==> src/rtl/core/msra_pkg.sv <==
`default_nettype none

package msra_pkg;

    localparam int SOURCE_POINTS = 4096;
    localparam int TARGET_POINTS = 4096;
    localparam int SRC_AW = $clog2(SOURCE_POINTS);
    localparam int TGT_AW = $clog2(TARGET_POINTS);

    localparam int IDX_W = 12;
    localparam int DATA_W = 32;
    localparam int WEIGHT_W = 18;
    localparam int ACC_W = 48;
    localparam int PROD_W = DATA_W + WEIGHT_W;
    localparam int FRAC_W = 16;

    // Input word layout, lowest bit first.
    localparam int IN_TDATA_W = 80;
    localparam int TGT_LSB = 0;
    localparam int SRC_LSB = TGT_LSB + IDX_W;
    localparam int SMP_LSB = SRC_LSB + IDX_W;
    localparam int SVLD_BIT = SMP_LSB + DATA_W;
    localparam int WGT_LSB = SVLD_BIT + 1;
    localparam int PVLD_BIT = WGT_LSB + WEIGHT_W;

    localparam int ACTION_W = 2;
    localparam logic [ACTION_W-1:0] ACT_LOAD = 2'd0;
    localparam logic [ACTION_W-1:0] ACT_WEIGHT = 2'd1;
    localparam logic [ACTION_W-1:0] ACT_EMIT = 2'd2;

    localparam int CFG_IDX_W = 2;
    localparam logic [CFG_IDX_W-1:0] REG_FILL_VALUE = 2'd0;
    localparam logic [CFG_IDX_W-1:0] REG_SOURCE_MASK = 2'd1;
    localparam logic [CFG_IDX_W-1:0] REG_TARGET_MASK = 2'd2;

    typedef struct packed {
        logic load;
        logic use_fill;
    } mac_ctl_t;

endpackage

`default_nettype wire

==> src/rtl/core/msra_mac.sv <==
`default_nettype none

module msra_mac (
    input  logic                                   aclk,
    input  msra_pkg::mac_ctl_t                     ctl,
    input  logic signed [msra_pkg::WEIGHT_W-1:0]   weight,
    input  logic signed [msra_pkg::DATA_W-1:0]     sample,
    input  logic signed [msra_pkg::ACC_W-1:0]      acc_in,
    input  logic signed [msra_pkg::DATA_W-1:0]     fill_word,
    output logic signed [msra_pkg::ACC_W-1:0]      acc_out
);
    import msra_pkg::*;

    localparam int TERM_W = PROD_W - FRAC_W;

    logic signed [PROD_W-1:0] prod_reg;
    logic signed [ACC_W-1:0]  acc_reg;
    logic                     use_fill_reg;

    logic [TERM_W-1:0] term;
    logic [ACC_W:0]    sum;
    logic [ACC_W-1:0]  sat_sum;

    always_ff @(posedge aclk) begin
        if (ctl.load) begin
            prod_reg <= PROD_W'(weight) * PROD_W'(sample);
            acc_reg <= acc_in;
            use_fill_reg <= ctl.use_fill;
        end
    end

    // Dropping the low fraction bits of a two's complement product rounds
    // toward minus infinity.
    assign term = prod_reg[PROD_W-1:FRAC_W];
    assign sum = {acc_reg[ACC_W-1], acc_reg}
               + {{(ACC_W + 1 - TERM_W){term[TERM_W-1]}}, term};

    always_comb begin
        if (sum[ACC_W] != sum[ACC_W-1]) begin
            sat_sum = sum[ACC_W] ? {1'b1, {(ACC_W-1){1'b0}}} : {1'b0, {(ACC_W-1){1'b1}}};
        end else begin
            sat_sum = sum[ACC_W-1:0];
        end
    end

    assign acc_out = use_fill_reg
                   ? {{(ACC_W - DATA_W){fill_word[DATA_W-1]}}, fill_word}
                   : sat_sum;

endmodule

`default_nettype wire

==> config.mk <==
export PLATFORM = sky130hd
export DESIGN_NAME = msra_mac
export DESIGN_NICKNAME = d
export VERILOG_FILES = /design/src/rtl/core/msra_pkg.sv /design/src/rtl/core/msra_mac.sv
export SDC_FILE = /design/constraint.sdc
export NUM_CORES = 2
export LEC_CHECK = 0
export ABC_CLOCK_PERIOD_IN_PS = 6700
export BUFFER_PORTS_ARGS = -buffer_cell sky130_fd_sc_hd__buf_2
export CAP_MARGIN = 20
export CORE_MARGIN = 4
export CORE_UTILIZATION = 55
export CTS_CLUSTER_DIAMETER = 40
export DETAILED_ROUTE_END_ITERATION = 7
export HOLD_SLACK_MARGIN = 0.06
export PLACE_DENSITY = 0.79
export SLEW_MARGIN = 20
export SYNTH_ARGS = -nofsm -noshare
export SYNTH_HDL_FRONTEND = slang
export SYNTH_SLANG_ARGS = --single-unit
==> constraint.sdc <==
create_clock -name aclk -period 6.7 [get_ports aclk]
set_input_delay 0.67 -clock aclk [delete_from_list [all_inputs] [get_ports aclk]]
set_output_delay 0.67 -clock aclk [all_outputs]
set_load 0.005 [all_outputs]
* Word level (Yosys, flattened, before mapping)
Index checks and enable logic that the tools add are counted.
W data, S select, Z words.
** Word-level totals
- Flip-flop bits (word level) :: 99
- Input port bits :: 133
** Cells by class
- Mux-type cells :: 3
- Equal/unequal tests :: 1
- Add/sub/neg operators :: 1
- $mul :: 1
** Operators by type and width (count)
- $mux W48 :: 3
- $mul A18 B32 Y50 :: 1
- $add A48 B34 Y49 :: 1
- $ne A1 B1 Y1 :: 1

* Logic depth before layout (Yosys ltp)
- Depth after elaboration :: 4
- Gate-level depth with buffers :: 26
- Mapped depth without buffers :: 25

* Least setup slack after synthesis
OpenSTA, ideal clock, no wires.
- Path type :: input to register
- From :: input port sample[16] (netlist name)
- To :: register prod_reg[43], data pin
- Path buffers :: 2
- Setup time :: 258 ps
- Arrival :: 6405 ps
- Setup slack :: 37 ps
- Stages :: 23
- Path through :: clkbuf_1 > clkbuf_1 > nand2_1 > fa_1 > fa_1 > fa_1 > inv_1 > fa_1 > fa_1 > inv_1 > fa_1 > inv_1 > ha_1 > a211o_1 > a21oi_1 > o21ai_1 > a221o_1 > a21oi_4 > nand3_2 > a31o_1 > a311o_1 > a21oi_2 > xnor2_1
** On the way
- Cells in the longest elaborated chain, start to end :: 1
** RTL lines
- start, declared :: line msra_mac.sv:7 : input logic signed [msra_pkg::DATA_W-1:0] sample,
- $mul A18 B32 Y50 :: line msra_mac.sv:26 : prod_reg <= PROD_W'(weight) * PROD_W'(sample);
- end signal, assigned :: line msra_mac.sv:26
- end, declared :: line msra_mac.sv:16 : logic signed [PROD_W-1:0] prod_reg;
Every way passes these cells.
A chain may end at the register's enable or synchronous reset.

* Worst setup path after layout
- From :: input port sample[17] (netlist name)
- To :: register prod_reg[44], data pin
The elaborated chain is that of the path after synthesis.

==> flow_summary.yaml <==
worst_setup_path:
  slowest_stage: "fa_1"
  crit_path_cell_trace: "buf_2, buf_4, buf_4, and2_1, fa_1, inv_1, fa_1, fa_1, fa_1, inv_1, fa_1, inv_1, fa_1, inv_1, ha_1, buf_4, a21o_1, a211oi_1, nand3_2, a31o_4, a31o_1, o41ai_2, xnor2_1"
  crit_path_max_fanout: 8
  critPathMostFrequentCell: "fa_1"
  crit_start: "sample[17]"
  path_buf_inv: 8
  critPathLaunchType: "primary input"
  crit_path_end_kind: "register"
  cp_top_family: "adder cells"
  worstPathRequired_ns: 6.78
  arrival_ns: 6.52
  criticalPathCategory: "in2reg"
  cpPeakStageDelay_ns: 0.54
floorplanning:
  die_y_microns: 222.4
  die_area_sq_um: 49480
  core_region_area_sq_um: 45380
  rows: 78
  fp.dieW_microns: 222.4
  start_util_pct: 55.73
  ioPinCount: 181
clocking:
  ctsHoldBuffers: 0
  htreeDepth: 3
  clock_path_buffers: 2
  tritoncts: "yes"
  root_buffer: "clkbuf_16"
  cts_buffers: 9
  clk_pin_slew_worst_paths_ns: 0.07
  clkSinkCount: 83
routing:
  drt-pass1-iter-count: 6
  first_iter_violations: 1534
  via_per_inst: 5.433
  wl_per_cell_microns: 17.68
  vias: 19630
  drc: 0
  final_antenna_net_count: 0
  wirelength_microns: 63880
finish:
  area_growth_pct: 11.03
  drive_gt1_share_pct: 12.96
  largest_register_ff_count: 48
  nets: 3855
  mostFrequentLayoutCell: "inv_1"
  post-route-util_pct: 61.87
  final_cell_mix: "inv_1 (627), fa_1 (552), nand2_1 (427)"
logic_synthesis:
  yosys_warnings: 0
  synth_ff_type: "edfxtp_1"
  synth-edff-count: 83
  synthArstFlopShare_pct: 0
  synth_top_area_share_pct: 43.77
  yosysSeqAreaShare_pct: 9.855
  yosysUniqueCellTypes: 75
  synth_top_area_cell: "fa_1"
  synth_area_per_cell_sq_um: 9.065
  syn_inst: 2790
  synth_area_sq_um: 25290
  syn-num-nets: 3640
  ys_ff_latch: 83
  synthTopCellsByArea: "fa_1 (44%), edfxtp_1 (9.9%), inv_1 (9.3%)"
place:
  port_buffers: 180
  globalplace.congestion: 0.9442
  dp_hpwl_microns: 55570
global_routing:
  grt_pass1_vias: 21421
  grt_max_degree: 59
  antenna_found_initial: 1
  track_usage_pct: 26.31
  grt_pass1_wl_microns: 106800
  gr-total-overflow: 0
sta:
  fin_tns_setup_ns: 0
  worst_pin_slew_ns: 0.9516
  finalCriticalPeriod_ns: 6.436
  slew-limit-headroom_pct: 36.49
  setup_viol: 0
  timing.hold.ws_ns: 0.4996
  drv_slew: 0
  finalHoldViolCount: 0
  finalCritPeriodShare_pct: 96.06
  clock.fmax_mhz: 155.4
worst_hold_path:
  hp-class: "in2reg"
  hp-start: "acc_in[40]"
status:
  status: "complete, no violations"
flow_run:
  cap_violations: 0
final cells by class:
type                       count  area [sq um]
clock inverter                 7         76.32
multi-input combinational   1942         19920
tap                          600         750.7
fill                        3759         17300
inverter                     627          2354
sequential                    83          2492
timing repair buffer         342          2257
clock buffer                   9         225.2
antenna                        3         7.507
cell usage after synthesis, types with 5 or more instances:
cell type,n
a211o_1,5
a211oi_1,9
a21o_1,29
a21oi_1,99
a21oi_2,6
a2bb2oi_1,24
a31oi_1,8
and2_1,222
and3_1,7
buf_2,16
clkbuf_1,116
edfxtp_1,83
fa_1,553
ha_1,164
inv_1,627
nand2_1,427
nand2b_1,13
nand3_1,20
nand4_1,16
nor2_1,72
nor2b_1,14
nor3_1,12
o211ai_1,10
o21a_1,6
o21ai_0,62
o21bai_1,8
or3_1,5
xnor2_1,47
xor2_1,37
what timing repair did:
| item | 4_1_cts | 5_1_grt |
|---|---|---|
| endpoints found under the hold margin | 0 | 0 |
| buffers inserted | 0 | 2 |
| setup endpoints to repair | 0 | 11 |
| resized for setup | 0 | 17 |
stage by stage:
step                std cells  area [sq um]  setup slack [ns]
floorplan                2790         25290           0.03731
global placement         3592         27690           -0.1737
detailed placement       3592         27690           -0.2839
CTS                      3608         27990           0.07558
global route             3610         28070         -0.004273
finish                   3613         28080            0.2643
per-layer routing:
| layer | part of all wire, % | track usage [%] | vias to the layer above |
|---|---|---|---|
| met2 | 47 | 43.52 | 811 |
| met5 | 0.020 | 0 | - |
| met1 | 42 | 36.72 | 9829 |
| met3 | 8.4 | 4.466 | 128 |
| met4 | 2.5 | 6.542 | 2 |
| li1 | - | - | 8860 |
worst paths after layout:
check	to	slack (ns)	cells after the start
setup / recovery	prod_reg[44]	0.26	23
hold / removal	acc_reg[40]	0.50	1
logic make-up (layout without fill, tap and decap cells):
family,after synthesis,after routing,share of synthesized area (%)
compound gates,309,309,8.005
xor+xnor,84,84,2.909
other cells,0,3,0
buf+inv,765,985,11.57
mux,2,2,0.08410
flops,83,83,9.855
simple gates,829,829,15.65
fa+ha+maj,718,718,51.93
Power is not shown: default switching activity piles up to over one toggle a cycle in this logic, so the estimate is an artifact.
